`src/rtl/lpht_pkg.sv`:
```
// Shared types, constants and hash step for the linear probe hash table
package lpht_pkg;

    localparam int DefCapacity   = 256;
    localparam int DefKeyBytes   = 8;
    localparam int DefValueWidth = 32;

    localparam logic [7:0]  MaxEntriesReset = 8'd128;
    localparam logic [63:0] HashOffset      = 64'hcbf29ce484222325;
    localparam logic [63:0] HashPrimeLow    = 64'h1b3;   // prime = 2^40 + 0x1b3

    localparam logic CmdSet = 1'b0;
    localparam logic CmdGet = 1'b1;

    localparam logic [2:0] StUpdated  = 3'd0;
    localparam logic [2:0] StInserted = 3'd1;
    localparam logic [2:0] StFull     = 3'd2;
    localparam logic [2:0] StHit      = 3'd3;
    localparam logic [2:0] StMiss     = 3'd4;
    localparam logic [2:0] StZero     = 3'd5;

    typedef struct packed {
        logic        command;
        logic [63:0] key_bytes;
        logic [3:0]  key_length;
        logic [31:0] value;
    } lpht_in_t;

    typedef struct packed {
        logic [2:0]  status;
        logic [31:0] value_out;
        logic [7:0]  entry_count;
    } lpht_out_t;

    // normalized request plus its full hash, handed from front to back
    typedef struct packed {
        logic        command;
        logic [63:0] key;
        logic [3:0]  len;
        logic [31:0] value;
        logic [63:0] hash;
    } lpht_req_t;

    function automatic logic [63:0] fnv_step(input logic [63:0] h, input logic [7:0] b);
        logic [63:0] x;
        x = h ^ {56'd0, b};
        return (x << 40) + 64'(x * HashPrimeLow);
    endfunction

endpackage

```
`src/rtl/lpht_queue.sv`:
```
// Two-entry request queue between front and back
module lpht_queue import lpht_pkg::*; (
    input  logic      clk,
    input  logic      rst_n,
    input  logic      push_valid,
    output logic      push_ready,
    input  lpht_req_t push_data,
    output logic      pop_valid,
    input  logic      pop,
    output lpht_req_t pop_data
);

    lpht_req_t  entry_reg [2];
    logic       wr_ptr_reg, rd_ptr_reg;
    logic [1:0] fill_reg;
    logic       do_push, do_pop;

    assign push_ready = (fill_reg != 2'd2);
    assign pop_valid  = (fill_reg != 2'd0);
    assign pop_data   = entry_reg[rd_ptr_reg];
    assign do_push    = push_valid && push_ready;
    assign do_pop     = pop && pop_valid;

    always_ff @(posedge clk or negedge rst_n)
    begin
        if (!rst_n)
        begin
            wr_ptr_reg <= 1'b0;
            rd_ptr_reg <= 1'b0;
            fill_reg   <= 2'd0;
        end
        else
        begin
            if (do_push)
            begin
                wr_ptr_reg <= ~wr_ptr_reg;
            end
            if (do_pop)
            begin
                rd_ptr_reg <= ~rd_ptr_reg;
            end
            if (do_push && !do_pop)
            begin
                fill_reg <= fill_reg + 2'd1;
            end
            else if (do_pop && !do_push)
            begin
                fill_reg <= fill_reg - 2'd1;
            end
        end
    end

    always_ff @(posedge clk)
    begin
        if (do_push)
        begin
            entry_reg[wr_ptr_reg] <= push_data;
        end
    end

endmodule

```
`config.mk`:
```
export PLATFORM = sky130hd
export DESIGN_NAME = lpht_queue
export DESIGN_NICKNAME = d
export VERILOG_FILES = /design/src/rtl/lpht_pkg.sv /design/src/rtl/lpht_queue.sv
export SDC_FILE = /design/constraint.sdc
export NUM_CORES = 1
export LEC_CHECK = 0
export ABC_AREA = 1
export BUFFER_PORTS_ARGS = -buffer_cell sky130_fd_sc_hd__clkbuf_2
export CAP_MARGIN = 20
export CORE_ASPECT_RATIO = 0.8
export CORE_MARGIN = 2
export CORE_UTILIZATION = 35
export DETAILED_ROUTE_END_ITERATION = 12
export HOLD_SLACK_MARGIN = 0.08
export PLACE_DENSITY = 0.65
export REMOVE_ABC_BUFFERS = 1
export SYNTH_ARGS = -nofsm -noshare
export SYNTH_HDL_FRONTEND = slang
export SYNTH_SLANG_ARGS = --single-unit
```
`constraint.sdc`:
```
create_clock -name clk -period 9.9 [get_ports clk]
set_input_delay 2.97 -clock clk [delete_from_list [all_inputs] [get_ports clk]]
set_output_delay 2.97 -clock clk [all_outputs]
set_load 0.02 [all_outputs]
```
==> run_results.csv, run 1 <==
group,metric,value,unit
floorplan,fp.dieArea,36650,sq um
layout,fin_nets,1405,
route,wirelength,27660,microns
sta,tightest_slew,0.9939,ns
global_route,grt.overflow.total,0,
layout,syn_to_final_growth,25.74,%
layout,final_area,15460,sq um
power,p_leak,6.641,nW
synthesis,synth-simple-area-share,0.1561,
hold_path,hp-class,"flip-flop to flip-flop",
sta,final.setup.tns,0,ns
power,seq_power_share,0.406,
sta,skew,0.01141,ns
power,p_sw_frac,0.3734,
cts,cts_hold_buffers,0,
power,p_comb_frac,0.339,
synthesis,syn_area,12290,sq um
global_route,antenna_found_initial,1,
floorplan,die_h,171.6,microns
global_route,grt_max_degree,86,
worst_setup_path,path_cells,"inv_6, buf_4, nand2_1, nand2_1, clkbuf_2",
synthesis,synth.avg_cell_area,13.80,sq um
route,antenna_left,0,
place,place_ws,4.327,ns
synthesis,synth_cell_types,14,
place,hpwl,17700,microns
power,pwr-share-clk,0.255,
cts,clock_sinks,334,
cts,post_cts_buffers,0,
sta,fmax,0.1655,GHz
floorplan,fp.dieW,213.5,microns
worst_setup_path,crit_path_frequent_cell,"nand2_1",
power,p_sw,1.868,mW
worst_setup_path,worstPathArrival,3.07,ns
cts,cts_tree,"built",
layout,final_cell_count_no_fill,1734,
place,placed_cells,1670,
sta,min_period,6.043,ns
route,drc_errors,0,
place,place_area,14340,sq um
sta,slew_headroom,0.3374,
place,gp_congestion,0.7152,
sta,hold_viol,0,
route,firstDrtPassIters,5,
sta,worst_slack,3.857,ns
synthesis,synth_xor_area_frac,0.001425,
synthesis,synth_adder_area_share,0.001018,
layout,fillCellCount,3173,
route,via_per_inst,4.408,
layout,drive_above_1_share,0.3109,
sta,setup_viol,0,
global_route,grt_pass1_vias,7557,
synthesis,synth_top_family_by_area,"simple AND/OR/NAND/NOR gates",
worst_setup_path,start_kind,"flip-flop",
power,internal-power,3.134,mW
route,wl_per_cell,15.95,microns
worst_setup_path,crit_fanout,85,
worst_setup_path,cp_slowest_cell,"buf_4",
sta,min_period_over_period,0.6104,
place,io_buffers,335,
layout,utilization,0.4461,
route,num_vias,7643,
synthesis,synth_mux_area_frac,0,
route,drtIter0Drc,384,
cts,htree_levels,2,
status,status,"completed",
worst_setup_path,cp-end-kind,"output port",
power,powerDensity,323.6,nW/um^2
floorplan,initial_utilization,0.3548,
worst_setup_path,crit_type,"flip-flop to output port",
worst_setup_path,path_buf_inv,3,
synthesis,synth_warnings,0,
worst_setup_path,crit_family,"buffers and inverters",
cts,cts_resized,0,
layout,largest_reg_flops,330,
floorplan,pin_count,336,
cts,clkLatencyLatePin,0.51,ns
synthesis,yosysSeqAreaShare,0.8142,
synthesis,syn_inst,891,
synthesis,synth_compound_area_frac,0,
power,peakVddDrop,158.5,uV
cts,cts_made_buffers,35,
worst_setup_path,crit_required,6.93,ns
global_route,grt_pass1_wl,40860,microns
cts,clockBufferDepth,3,
floorplan,core,34650,sq um
floorplan,fp-row-count,61,
worst_setup_path,cpPeakStageDelay,0.78,ns
job,cap_violations,0,
synthesis,ys_ff_latch,334,
cts,clock-root-buffer,"clkbuf_16",
sta,rsz0062_at_grt,"no",
cts,path_clk_slew,0.06,ns
global_route,track_usage,0.1458,
sta,slew_viol_final,0,
stage by stage:
stage	hold WS (ns)	power [mW]
floorplan	0.4625	3.219
global placement	0.4770	3.764
detailed placement	0.5030	3.791
CTS	0.5143	5.082
global route	0.5559	5.299
finish	0.5128	5.002
kinds of logic after synthesis:
group / after synthesis
adder cells (fa/ha/maj): 1
XOR/XNOR: 2
flip-flops: 334
AND/OR/NAND/NOR: 510
buffers and inverters: 44
synth_stat cells:
master | instances | share of area
buf_2 | 13 | 0.0053
xor2_1 | 1 | 0.00071
inv_4 | 1 | 0.00051
nand3_1 | 2 | 0.00081
buf_4 | 8 | 0.0049
inv_1 | 6 | 0.0018
ha_1 | 1 | 0.0010
xnor2_1 | 1 | 0.00071
buf_6 | 16 | 0.015
edfxtp_1 | 330 | 0.81
nor2_1 | 2 | 0.00061
nand2_1 | 505 | 0.15
dfrtp_1 | 4 | 0.0081
nand4_1 | 1 | 0.00051
placed cells by master, fill, tap and decap left out, drive strengths merged, types with 2 or more instances in the layout:
master	synthesis	routed
buf	37	9
bufinv	0	3
clkbuf	0	382
clkinv	0	13
dfrtp	4	4
edfxtp	330	330
inv	7	7
nand2	505	505
nand3	2	2
nor2	2	2
final cells by class:
class	instances	area [sq um]	area share
Antenna cell	1	2.502	0.0001619
Clock inverter	16	147.6	0.009552
Sequential cell	334	10010	0.6478
Clock buffer	47	963.4	0.06233
Tap cell	472	590.6	0.03821
Multi-Input combinational cell	513	1964	0.1271
Inverter	7	31.28	0.002024
Timing Repair Buffer	344	1744	0.1128
power groups by stage:
stage	clock [mW]	sequential, mW	combinational, mW
after global routing	1.36	2.06	1.87
after CTS	1.31	2.03	1.73
after floorplan	0	2.17	1.05
after global placement	0	2.05	1.71
final	1.28	2.03	1.70
after detailed placement	0	2.06	1.73
path summary, 6_finish.rpt:
path	end	slack [ns]	startpoint	depth (start not counted)
max	pop_data[57]	3.86	rd_ptr_reg	5
min	fill_reg[0]	0.51	fill_reg[0]	1
max reg2reg	entry_reg[1][152]	7.03	fill_reg[0]	6
min reg2reg	fill_reg[0]	0.51	fill_reg[0]	1
max in group asynchronous	rd_ptr_reg	7.48	rst_n	1
min in group asynchronous	rd_ptr_reg	2.26	rst_n	1
routing by layer:
metal  routed length, microns  track usage  vias up
met2                    13100       0.2384      232
met3                     2432      0.05112       47
met4                      694      0.04921        0
met5                        0            0        -
met1                    11430       0.1805     3657
li1                         -            -     3707
No activity file was read; power rests on OpenSTA's default activity.
==> run 2, diff against run 1 <==
- clock period: 9.9 -> 6.15 ns (I/O delays scaled with it)
==> run_results.csv, run 2 (same netlist as run 1, synthesis figures left out) <==
group,metric,value,unit
route,wl_met2,12530,microns
cts,clock-root-buffer,"clkbuf_16",
worst_setup_path,cp_slowest_cell,"dfrtp_4",
worst_setup_path,crit_fanout,55,
sta,min_period,4.352,ns
route,top_layer_used,"met5",
worst_setup_path,r2r_cells,5,
worst_setup_path,crit_required,4.30,ns
floorplan,initial_utilization,0.3548,
cts,htree_levels,2,
route,via_per_inst,4.395,
layout,fillCellCount,3197,
worst_setup_path,cp-end-kind,"output port",
sta,hold_viol,0,
worst_setup_path,path_cells,"inv_6, buf_4, nand2_1, nand2_1, clkbuf_2",
route,met1_length,11110,microns
layout,final_common_cell,"nand2_1",
cts,post_cts_buffers,0,
layout,layout_common_cells,"nand2_1 (505), clkbuf_2 (335), edfxtp_1 (330)",
worst_setup_path,start_kind,"flip-flop",
layout,regArea,10010,sq um
worst_setup_path,crit_family,"buffers and inverters",
worst_setup_path,worstPathArrival,2.51,ns
cts,clkLatencyLatePin,0.51,ns
global_route,grt_pass1_vias,7214,
sta,slew_headroom,0.2373,
route,drc_errors,0,
route,drtIter0Drc,328,
sta,setup_viol,0,
sta,skew,0.01415,ns
floorplan,pin_count,336,
floorplan,fp.dieArea,36650,sq um
power,peakVddDrop,334.3,uV
route,firstDrtPassIters,4,
floorplan,core,34650,sq um
route,met3_length,2404,microns
sta,slew_viol_final,0,
sta,min_period_over_period,0.7076,
route,antenna_left,0,
global_route,track_usage,0.1383,
sta,tightest_slew,1.144,ns
cts,cts_hold_buffers,0,
global_route,grt_pass1_wl,39210,microns
worst_setup_path,crit_type,"flip-flop to output port",
cts,path_clk_slew,0.06,ns
place,place_area,14360,sq um
global_route,grt.overflow.total,0,
route,wirelength,26790,microns
worst_setup_path,cpPeakStageDelay,0.68,ns
cts,cts_tree,"built",
floorplan,fp.dieW,213.5,microns
worst_setup_path,path_depth,5,
power,powerDensity,521.9,nW/um^2
layout,fin_nets,1402,
sta,rsz0062_at_grt,"no",
cts,clock_sinks,334,
worst_setup_path,path_buf_inv,3,
place,gp_congestion,0.7347,
layout,utilization,0.4472,
hold_path,hp-class,"flip-flop to flip-flop",
hold_path,whs_path_depth,2,
status,status,"completed",
power,p_leak,6.651,nW
layout,final_area,15500,sq um
global_route,grt_max_degree,166,
worst_setup_path,crit_path_frequent_cell,"nand2_1",
job,cap_violations,0,
layout,syn_to_final_growth,26.06,%
route,num_vias,7604,
floorplan,fp-row-count,61,
layout,multiInputGateArea,1964,sq um
sta,final.setup.tns,0,ns
layout,largest_reg_flops,330,
route,wl_per_cell,15.48,microns
floorplan,die_h,171.6,microns
cts,clockBufferDepth,3,
global_route,antenna_found_initial,4,
cts,cts_made_buffers,35,
layout,drive_above_1_share,0.3121,
place,hpwl,16490,microns
sta,fmax,0.2298,GHz
cts,cts_resized,0,
place,io_buffers,335,
## run 2: cell types whose count changed in the layout (fill, tap and decap cells not counted), sizes merged
cell    delta
buf        -3
clkbuf     -1
diode      +1
bufinv     +1
clkinv     -2
## run 2: path summary, 6_finish.rpt
check                                 start               end  slack [ns]
worst max-delay path             rd_ptr_reg      pop_data[17]        1.80
worst min-delay path            fill_reg[1]       fill_reg[1]        0.50
min in group asynchronous             rst_n        wr_ptr_reg        1.14
worst min register to register  fill_reg[1]       fill_reg[1]        0.50
worst max register to register  fill_reg[0]  entry_reg[0][22]        3.96
max in group asynchronous             rst_n        rd_ptr_reg        4.86
## run 2: worst register-to-register path, delay by kind of cell, from the launching register on
| kind | cells | cell delay [ns] |
|---|---|---|
| buffers and inverters | 2 | 0.65 |
| DFF | 1 | 0.37 |
| and+or+nand+nor | 3 | 0.42 |
## run 2: final cells by class
cell class              instances  share of cell area
clock buffers                  46             0.06193
repair buffers                341              0.1135
well taps                     472             0.03811
diodes                          2           0.0003230
inverters                       7            0.002019
clock inverters                15             0.01114
multi-input cells             513              0.1268
flip-flops and latches        334              0.6462
## run 2: routing by layer
metal | vias up | global-route usage
met1 | 3586 | 0.1720
met4 | 4 | 0.04891
met3 | 63 | 0.05021
met5 | - | 0
li1 | 3702 | -
met2 | 249 | 0.2226
## run 2: through the flow
| stage | hold slack, ns | worst slack (ns) | total power [mW] | cells |
|---|---|---|---|---|
| finish | 0.4958 | 1.798 | 8.087 | 1730 |
| CTS | 0.4996 | 1.735 | 8.215 | 1728 |
| global route | 0.5133 | 1.613 | 8.538 | 1729 |
| floorplan | 0.4625 | -3.349 | 5.181 | 854 |
| detailed placement | 0.4844 | 2.298 | 6.098 | 1667 |
| global placement | 0.4860 | 2.277 | 6.073 | 1667 |
## run 2: where the power goes
group / internal [mW] / switching, mW / total [mW]
clock: 1.26 / 0.825 / 2.09
combinational: 0.713 / 2.01 / 2.72
sequential: 3.12 / 0.155 / 3.28
