[src/rtl/lpht_pkg.sv]
// Shared types, constants and hash step for the linear probe hash table
package lpht_pkg;

    localparam int DefCapacity   = 256;
    localparam int DefKeyBytes   = 8;
    localparam int DefValueWidth = 32;

    localparam logic [7:0]  MaxEntriesReset = 8'd128;
    localparam logic [63:0] HashOffset      = 64'hcbf29ce484222325;
    localparam logic [63:0] HashPrimeLow    = 64'h1b3;   // prime = 2^40 + 0x1b3

    localparam logic CmdSet = 1'b0;
    localparam logic CmdGet = 1'b1;

    localparam logic [2:0] StUpdated  = 3'd0;
    localparam logic [2:0] StInserted = 3'd1;
    localparam logic [2:0] StFull     = 3'd2;
    localparam logic [2:0] StHit      = 3'd3;
    localparam logic [2:0] StMiss     = 3'd4;
    localparam logic [2:0] StZero     = 3'd5;

    typedef struct packed {
        logic        command;
        logic [63:0] key_bytes;
        logic [3:0]  key_length;
        logic [31:0] value;
    } lpht_in_t;

    typedef struct packed {
        logic [2:0]  status;
        logic [31:0] value_out;
        logic [7:0]  entry_count;
    } lpht_out_t;

    // normalized request plus its full hash, handed from front to back
    typedef struct packed {
        logic        command;
        logic [63:0] key;
        logic [3:0]  len;
        logic [31:0] value;
        logic [63:0] hash;
    } lpht_req_t;

    function automatic logic [63:0] fnv_step(input logic [63:0] h, input logic [7:0] b);
        logic [63:0] x;
        x = h ^ {56'd0, b};
        return (x << 40) + 64'(x * HashPrimeLow);
    endfunction

endpackage

[src/rtl/lpht_front.sv]
// Front end: accepts requests, normalizes the key and runs FNV-1a a byte per cycle
module lpht_front import lpht_pkg::*; #(
    parameter int KEY_BYTES = DefKeyBytes
) (
    input  logic      clk,
    input  logic      rst_n,
    input  logic      clearing,
    input  logic      in_valid,
    output logic      in_ready,
    input  lpht_in_t  in_data,
    output logic      push_valid,
    input  logic      push_ready,
    output lpht_req_t push_data
);

    localparam logic [1:0] S_IDLE = 2'd0;
    localparam logic [1:0] S_HASH = 2'd1;
    localparam logic [1:0] S_PUSH = 2'd2;

    logic [1:0]  state_reg, state_next;
    lpht_req_t   req_reg, req_next;
    logic [2:0]  byte_reg, byte_next;
    logic [3:0]  norm_len;
    logic [63:0] norm_key;

    always_comb
    begin
        if (in_data.key_length == 4'd0)
        begin
            norm_len = 4'd1;
        end
        else if (in_data.key_length > 4'(KEY_BYTES))
        begin
            norm_len = 4'(KEY_BYTES);
        end
        else
        begin
            norm_len = in_data.key_length;
        end
        for (int i = 0; i < 8; i++)
        begin
            norm_key[i*8 +: 8] = (4'(i) < norm_len) ? in_data.key_bytes[i*8 +: 8] : 8'd0;
        end
    end

    assign in_ready   = (state_reg == S_IDLE) && !clearing;
    assign push_valid = (state_reg == S_PUSH);
    assign push_data  = req_reg;

    always_comb
    begin
        state_next = state_reg;
        req_next   = req_reg;
        byte_next  = byte_reg;
        case (state_reg)
            S_IDLE:
            begin
                if (in_valid && in_ready)
                begin
                    req_next.command = in_data.command;
                    req_next.key     = norm_key;
                    req_next.len     = norm_len;
                    req_next.value   = in_data.value;
                    req_next.hash    = HashOffset;
                    byte_next        = 3'd0;
                    state_next       = S_HASH;
                end
            end
            S_HASH:
            begin
                req_next.hash = fnv_step(req_reg.hash, req_reg.key[byte_reg*8 +: 8]);
                byte_next     = byte_reg + 3'd1;
                if ({1'b0, byte_reg} + 4'd1 == req_reg.len)
                begin
                    state_next = S_PUSH;
                end
            end
            S_PUSH:
            begin
                if (push_ready)
                begin
                    state_next = S_IDLE;
                end
            end
            default:
            begin
                state_next = S_IDLE;
            end
        endcase
    end

    always_ff @(posedge clk or negedge rst_n)
    begin
        if (!rst_n)
        begin
            state_reg <= S_IDLE;
        end
        else
        begin
            state_reg <= state_next;
        end
    end

    always_ff @(posedge clk)
    begin
        req_reg  <= req_next;
        byte_reg <= byte_next;
    end

endmodule

[config.mk]
export PLATFORM = sky130hd
export DESIGN_NAME = lpht_front
export DESIGN_NICKNAME = d
export VERILOG_FILES = /design/src/rtl/lpht_pkg.sv /design/src/rtl/lpht_front.sv
export SDC_FILE = /design/constraint.sdc
export NUM_CORES = 1
export LEC_CHECK = 0
export BUFFER_PORTS_ARGS = -buffer_cell sky130_fd_sc_hd__buf_2
export CAP_MARGIN = 30
export CORE_MARGIN = 1.5
export CORE_UTILIZATION = 45
export CTS_CLUSTER_SIZE = 25
export DETAILED_ROUTE_END_ITERATION = 10
export HOLD_SLACK_MARGIN = 0.05
export PLACE_DENSITY_LB_ADDON = 0.08
export SETUP_SLACK_MARGIN = 0.5
export SLEW_MARGIN = 40
export SYNTH_ARGS = -nofsm -noshare
export SYNTH_HDL_FRONTEND = slang
export SYNTH_SLANG_ARGS = --single-unit
[constraint.sdc]
create_clock -name clk -period 5.7 [get_ports clk]
set_input_delay 0.855 -clock clk [delete_from_list [all_inputs] [get_ports clk]]
set_output_delay 0.855 -clock clk [all_outputs]
set_load 0.01 [all_outputs]
==> flow_summary.toml, run 1 <==
[placement]
io_buffers = 272
gp_congestion = 0.908
dp_hpwl_um = 43700

[critical_path]
r2r_start = "byte_reg[0]$_SDFFCE_PN0P_"
reg2reg_depth = 23
cp_data_arrival_time_ps = 6230
end_kind = "register"
required_ps = 5990
critPathMaxFanout = 7
rrSetupSlack_ps = -240
r2r-end = "push_data[59]$_SDFFCE_PN1P_"
critical_path_class = "reg2reg"
critPathLaunchType = "register"

[yosys]
yosys_warnings = 0
syn_nets = 2139
yosysSeqAreaShare_pct = 28.5
synthCells = 1622
synth_edf_count = 168
yosysUniqueCellTypes = 70
ys_ff_latch = 170
synth_top_area_share_pct = 28.2
avgSynthCellArea_um2 = 11.0
async_flop_share_pct = 1.18
syn_area_um2 = 17900
synthFlopType = "edfxtp_1"
synth_top_cell_by_area = "edfxtp_1"
synthTopCellsByArea = "edfxtp_1 (28%), fa_1 (26%), ha_1 (13%), inv_1 (6.2%), xnor2_1 (2.7%)"

[clocking]
hold_buffers = 0
cts_tree = "yes"
clk_pin_slew_ps = 70
ctsRootBufferMaster = "clkbuf_16"
clk_latency_ps = 470
clk_path_buf_depth = 2
h-tree-depth = 4
numCtsBuffers = 17
clock_sinks = 170

[global_routing]
grt_max_degree = 68
grt_pass1_vias = 14016
antenna_found_initial = 2
track_usage_pct = 26.4
grt_pass1_wl_um = 81100
grt_overflow = 0

[run_status]
violations = "negative setup slack"
status = "complete, but fails checks"

[route]
routed_wl_um = 52000
vias_per_cell = 5.17
vias = 13177
drtIter0Drc = 751
final_antenna_net_count = 0
dr.pass1.iters = 5
drc = 0
wl_per_cell_um = 20.4

[cells_and_area]
syn_to_final_growth_pct = 27.7
fin_nets = 2535
largest_reg_flops = 165
layout_commonest_cell = "inv_1"
antenna_cells = 0
drive_above_1_share_pct = 31.4
layout_common_cells = "inv_1 (290), buf_2 (272), fa_1 (226)"

[die]
start_util_pct = 45.9
dieArea_um2 = 40900
num_io_pins = 273
die_x_um = 202
dieHeight_um = 202
core-area_um2 = 38900
row_count = 72

[worst_hold_path]
min_path_type = "in2async"

[sta]
worst_pin_slew_ps = 786
finalCritPeriodShare_pct = 104
min_period_ps = 5940
fmax_ghz = 0.168
slew_violations = 0
setup_viol = 31
hold_violations = 0
max_slew_margin_pct = 47.6
skew_ps = 16.7
setup_slack_ps = -239
rsz0062_at_grt = "true"
fin_tns_setup_ps = -3170

[run]
drv_cap = 0
[how the worst max path moves through the flow]
stage | start | end | slack [ps] | cells past startpoint
after global placement | byte_reg[0]$_SDFFCE_PN0P_ | push_data[61]$_SDFFCE_PN0P_ | -360 | 21
after CTS | byte_reg[0]$_SDFFCE_PN0P_ | push_data[59]$_SDFFCE_PN1P_ | -180 | 21
after detailed placement | byte_reg[0]$_SDFFCE_PN0P_ | push_data[61]$_SDFFCE_PN0P_ | -440 | 21
after global routing | byte_reg[0]$_SDFFCE_PN0P_ | push_data[57]$_SDFFCE_PN1P_ | -460 | 23
after floorplan | byte_reg[0]$_SDFFCE_PN0P_ | push_data[55]$_SDFFCE_PN1P_ | 40 | 23
final | byte_reg[0]$_SDFFCE_PN0P_ | push_data[59]$_SDFFCE_PN1P_ | -240 | 23
[area by class of cell]
type | instances | area [um2]
clock inverter | 15 | 171
clock buffer | 17 | 425
fill | 3362 | 16100
sequential | 170 | 5090
inverter | 295 | 1110
timing repair buffer | 424 | 2660
tap | 518 | 648
multi-input combinational | 1110 | 12700
[synthesized netlist by cell type, drive strengths merged (7+ instances only)]
library cell    n
nand2          82
xnor2          56
mux4           16
fa            230
a21oi          90
nor2           84
o21a            7
and3            9
nand2b          8
o31ai           7
mux2i          16
a21o           36
nor2b          49
o21bai         13
inv           295
xor2           40
ha            181
buf             9
o21ai          49
nand3          13
nand4          26
and2           32
nor3           14
edfxtp        168
clkbuf         38
[cells by family after synthesis]
| family | after synthesis | share of synthesized area (%) |
|---|---|---|
| AND/OR/NAND/NOR | 332 | 9.28 |
| AO/OA/AOI/OAI | 239 | 8.86 |
| flip-flops | 170 | 28.5 |
| XOR/XNOR | 96 | 4.71 |
| multiplexers | 32 | 2.91 |
| adder cells (fa/ha/maj) | 411 | 38.5 |
| buffers and inverters | 342 | 7.26 |
[per-layer routing]
| metal | global-route usage [%] | share of wire, % |
|---|---|---|
| met1 | 35.9 | 44 |
| met2 | 42.3 | 47 |
| met3 | 5.61 | 5.6 |
| met5 | 0 | 0.060 |
| met4 | 8.25 | 2.8 |
[what timing repair did]
action                                  4_1_cts  5_1_grt
endpoints found under the setup margin       51       54
cloned                                        1        0
gates resized for setup                      89       80
pin swaps                                    38       46
setup buffers                                22       17
[critical path, cell delays in order (launching register included)]
cell      delay, ps
edfxtp_1        430
buf_6           150
buf_16          130
mux4_2          540
mux2i_4         250
buf_6           150
xnor2_4         120
ha_4            240
xor2_2          140
ha_2            310
inv_2            30
fa_1            470
inv_1            50
fa_2            570
ha_4            220
ha_4            240
a21oi_2         150
o21ai_1         110
a32o_2          240
or4b_4          570
a21oi_4         220
o31ai_4          90
mux2i_1         130
a311oi_1        200
[through the flow]
step | instances | cell area (um2) | hold slack (ps) | util (%) | setup WS [ps]
after detailed placement | 2477 | 20900 | 644 | 53.7 | -443
after floorplan | 1622 | 18200 | 559 | - | 45.0
final | 2549 | 22800 | 167 | 58.6 | -239
after global placement | 2476 | 20900 | 640 | 53.6 | -360
after CTS | 2532 | 22200 | 148 | 57.1 | -179
after global routing | 2549 | 22800 | 155 | 58.6 | -456
Power of run 1 is not shown: default switching activity piles up to over one toggle a cycle in this logic, so the estimate is an artifact.
==> inputs of run 2 (changes only) <==
RECOVER_POWER = 100   (was not set)
==> flow_summary.toml, run 2 (synthesis gave the netlist of run 1 again) <==
[die]
dieHeight_um = 202
num_io_pins = 273
core-area_um2 = 38900
dieArea_um2 = 40900
die_x_um = 202
row_count = 72
start_util_pct = 45.9

[route]
wl_per_cell_um = 20.4
drtIter0Drc = 773
routed_wl_um = 52000
vias = 13168
final_antenna_net_count = 0
vias_per_cell = 5.17
drc = 0
dr.pass1.iters = 5

[clocking]
ctsRootBufferMaster = "clkbuf_16"
numCtsBuffers = 17
clock_sinks = 170
h-tree-depth = 4
hold_buffers = 0
clk_path_buf_depth = 2
clk_latency_ps = 470
cts_tree = "yes"
clk_pin_slew_ps = 70

[placement]
dp_hpwl_um = 43700
place_ws_ps = -443
gp_congestion = 0.908
io_buffers = 272
place_area_um2 = 20900

[cells_and_area]
fill_cells = 3368
fin_area_um2 = 22800
antenna_cells = 0
syn_to_final_growth_pct = 27.6
layout_commonest_cell = "inv_1"
fin_nets = 2535
largest_reg_flops = 165
layout_common_cells = "inv_1 (290), buf_2 (269), fa_1 (226)"
drive_above_1_share_pct = 31.2

[run_status]
status = "complete, but fails checks"
violations = "negative setup slack"

[sta]
finalCritPeriodShare_pct = 104
fmax_ghz = 0.168
min_period_ps = 5940
worst_pin_slew_ps = 792
hold_violations = 0
setup_slack_ps = -241
rsz0062_at_grt = "true"
slew_violations = 0
max_slew_margin_pct = 47.2
skew_ps = 17.1
setup_viol = 33

[critical_path]
cp_data_arrival_time_ps = 6230
critPathLaunchType = "register"
end_kind = "register"
path_common_cell = "ha_4"
critical_path_class = "reg2reg"
critPathMaxFanout = 7
crit_slowest_cell = "fa_2"
critPathBufInv = 5
path_delay_family = "adder cells"
required_ps = 5990
critPathMaxStageDelay_ps = 570
path_cells = "buf_6, buf_16, mux4_2, mux2i_4, buf_6, xnor2_4, ha_4, xor2_2, ha_2, inv_2, fa_1, inv_1, fa_2, ha_4, ha_4, a21oi_2, o21ai_1, a32o_2, or4b_4, a21oi_4, o31ai_4, mux2i_1, a311oi_1"
rrSetupSlack_ps = -240

[global_routing]
grt_max_degree = 68
track_usage_pct = 26.4
grt_overflow = 0
grt_pass1_wl_um = 81100
antenna_found_initial = 2
grt_pass1_vias = 14016

[worst_hold_path]
min_path_type = "in2async"

[run]
drv_cap = 0
==> run 2: cell type report <==
class,count,area (um2),area share [%]
Multi-Input combinational cell,1110,12700,55.7
Clock inverter,15,171,0.752
Sequential cell,170,5090,22.4
Inverter,295,1110,4.87
Clock buffer,17,425,1.87
Timing Repair Buffer,424,2650,11.6
Tap cell,518,648,2.84
==> run 2: metrics by stage <==
| step | setup TNS [ps] | hold WS (ps) | util (%) | std cells |
|---|---|---|---|---|
| 2_1_floorplan | 0 | 559 | - | 1622 |
| 3_3_place_gp | -3660 | 640 | 53.6 | 2476 |
| 3_5_place_dp | -4970 | 644 | 53.7 | 2477 |
| 4_1_cts | -1850 | 148 | 57.1 | 2532 |
| 5_1_grt | -10910 | 162 | 58.6 | 2549 |
| 6_report | -3230 | 169 | 58.6 | 2549 |
==> run 2: path summary, 6_finish.rpt <==
check | startpoint | end | cells past startpoint
min | rst_n | state_reg[1]$_DFFE_PN0P_ | 1
min reg2reg | state_reg[0]$_DFFE_PN0P_ | state_reg[1]$_DFFE_PN0P_ | 2
min in group clk | in_data[40] | push_data[104]$_SDFFCE_PP0P_ | 1
max | byte_reg[0]$_SDFFCE_PN0P_ | push_data[59]$_SDFFCE_PN1P_ | 23
max in group asynchronous | rst_n | state_reg[0]$_DFFE_PN0P_ | 1
max reg2reg | byte_reg[0]$_SDFFCE_PN0P_ | push_data[59]$_SDFFCE_PN1P_ | 23
==> run 2: what timing repair did <==
| item | in CTS | in global routing |
|---|---|---|
| pin swaps | 38 | 46 |
| gates resized for setup | 89 | 80 |
| endpoints found under the setup margin | 51 | 54 |
| gates cloned | 1 | 0 |
| setup buffers | 22 | 17 |
==> run 2: layer usage <==
| metal | GRT usage, % | routed length, um |
|---|---|---|
| met4 | 8.25 | 1470 |
| met5 | 0 | 31 |
| met2 | 42.3 | 24600 |
| met1 | 35.9 | 23000 |
| met3 | 5.61 | 2920 |
Power of run 2 is left out for the same reason.
==> inputs of run 3 (changes only) <==
BUFFER_PORTS_ARGS = -buffer_cell sky130_fd_sc_hd__buf_4   (was -buffer_cell sky130_fd_sc_hd__buf_2)
CELL_PAD_IN_SITES_DETAIL_PLACEMENT = 1   (was not set)
CELL_PAD_IN_SITES_GLOBAL_PLACEMENT = 1   (was not set)
CORE_UTILIZATION = 42   (was 45)
==> flow_summary.toml, run 3 (synthesis gave the netlist of run 1 again) <==
[run_status]
status = "complete, but fails checks"
violations = "max-capacitance violations, max-slew violations, negative setup slack"

[sta]
max_slew_margin_pct = -115
worst_pin_slew_ps = 3220
finalCritPeriodShare_pct = 107
slew_violations = 102
rsz0062_at_grt = "true"
setup_slack_ps = -404
min_period_ps = 6100
setup_viol = 42
hold_violations = 0
fmax_ghz = 0.164
skew_ps = 14.1

[global_routing]
grt_pass1_wl_um = 92300
track_usage_pct = 28.3
grt_pass1_vias = 15701
antenna_found_initial = 0
grt_max_degree = 70
grt_overflow = 0

[cells_and_area]
fill_cells = 4483
syn_to_final_growth_pct = 34.5
antenna_cells = 0
layout_common_cells = "buf_4 (381), inv_1 (290), fa_1 (225)"
drive_above_1_share_pct = 33.1
largest_reg_flops = 165
fin_nets = 2615
fin_util_pct = 57.2
layout_commonest_cell = "buf_4"

[clocking]
h-tree-depth = 4
clock_sinks = 170
cts_tree = "yes"
clk_latency_ps = 470
hold_buffers = 0
clk_path_buf_depth = 2
clk_pin_slew_ps = 80
numCtsBuffers = 17
ctsRootBufferMaster = "clkbuf_16"

[placement]
place_ws_ps = -425
dp_hpwl_um = 49900
gp_congestion = 0.925
io_buffers = 272

[route]
drc = 0
vias = 13962
vias_per_cell = 5.27
routed_wl_um = 61100
dr.pass1.iters = 5
drtIter0Drc = 806
final_antenna_net_count = 0
wl_per_cell_um = 23.1

[critical_path]
crit_slowest_cell = "or4b_4"
critPathMaxStageDelay_ps = 570
cp_data_arrival_time_ps = 6390
path_common_cell = "ha_4"
critical_path_class = "reg2reg"
critPathBufInv = 3
required_ps = 5980
r2r_start = "byte_reg[0]$_SDFFCE_PN0P_"
path_cells = "buf_6, buf_16, mux4_2, mux2i_1, xor2_1, inv_2, ha_4, xnor2_4, ha_2, or2_4, fa_2, fa_1, ha_4, ha_4, a21oi_4, o211ai_1, a32o_2, or4b_4, a21oi_4, o31ai_4, mux2i_1, a311oi_1"
path_delay_family = "adder cells"
crit_start = "byte_reg[0]$_SDFFCE_PN0P_"
critPathLaunchType = "register"
end_kind = "register"
critPathMaxFanout = 8

[die]
die_x_um = 209
row_count = 75
core-area_um2 = 41900
num_io_pins = 273
dieHeight_um = 209
start_util_pct = 42.6
dieArea_um2 = 43800

[worst_hold_path]
min_path_type = "in2async"

[run]
drv_cap = 2
==> run 3: cell types whose count changed in the layout (fill, tap and decap cells not counted), sizes merged <==
cell / before / now
clkbuf: 22 / 98
buf: 419 / 424
inv: 304 / 302
clkinv: 4 / 5
==> run 3: area by class of cell <==
class                           count  area (um2)  share of cell area [%]
Clock buffer                       18         429                    1.79
Clock inverter                     14         176                   0.735
Inverter                          295        1110                    4.63
Multi-Input combinational cell   1110       12700                    52.7
Sequential cell                   170        5090                    21.2
Tap cell                          539         674                    2.81
Timing Repair Buffer              504        3870                    16.1
==> run 3: final timing paths <==
path,endpoint,slack [ps],depth (start not counted)
worst max register to register,push_data[59]$_SDFFCE_PN1P_,-400,22
max in group asynchronous,state_reg[1]$_DFFE_PN0P_,5400,1
worst max-delay path,push_data[59]$_SDFFCE_PN1P_,-400,22
worst min register to register,state_reg[1]$_DFFE_PN0P_,710,2
worst min-delay path,state_reg[0]$_DFFE_PN0P_,170,1
min in group clk,push_data[107]$_SDFFCE_PP0P_,580,1
==> run 3: metrics by stage <==
stage               instances  TNS, ps  hold WS (ps)  cell area (um2)
floorplan                1622        0           559            18200
global placement         2562    -4300           638            22100
detailed placement       2562    -8150           639            22100
CTS                      2633    -3830           130            23500
global route             2650   -17360           162            24000
finish                   2650   -10410           166            24000
==> run 3: repair_timing <==
action / in CTS / in global routing
cloned: 1 / 0
setup buffers: 38 / 17
gates resized for setup: 111 / 87
pin swaps: 29 / 37
setup endpoints to repair: 53 / 55
==> run 3: per-layer routing <==
layer  up-vias  wire (um)  track usage (%)
li1       6348          -                -
met1      7114      25100             35.9
met2       391      31000             48.6
met3       109       2920             4.64
met4         0       2040             10.8
met5         -          0                0
Power of run 3 is left out for the same reason.
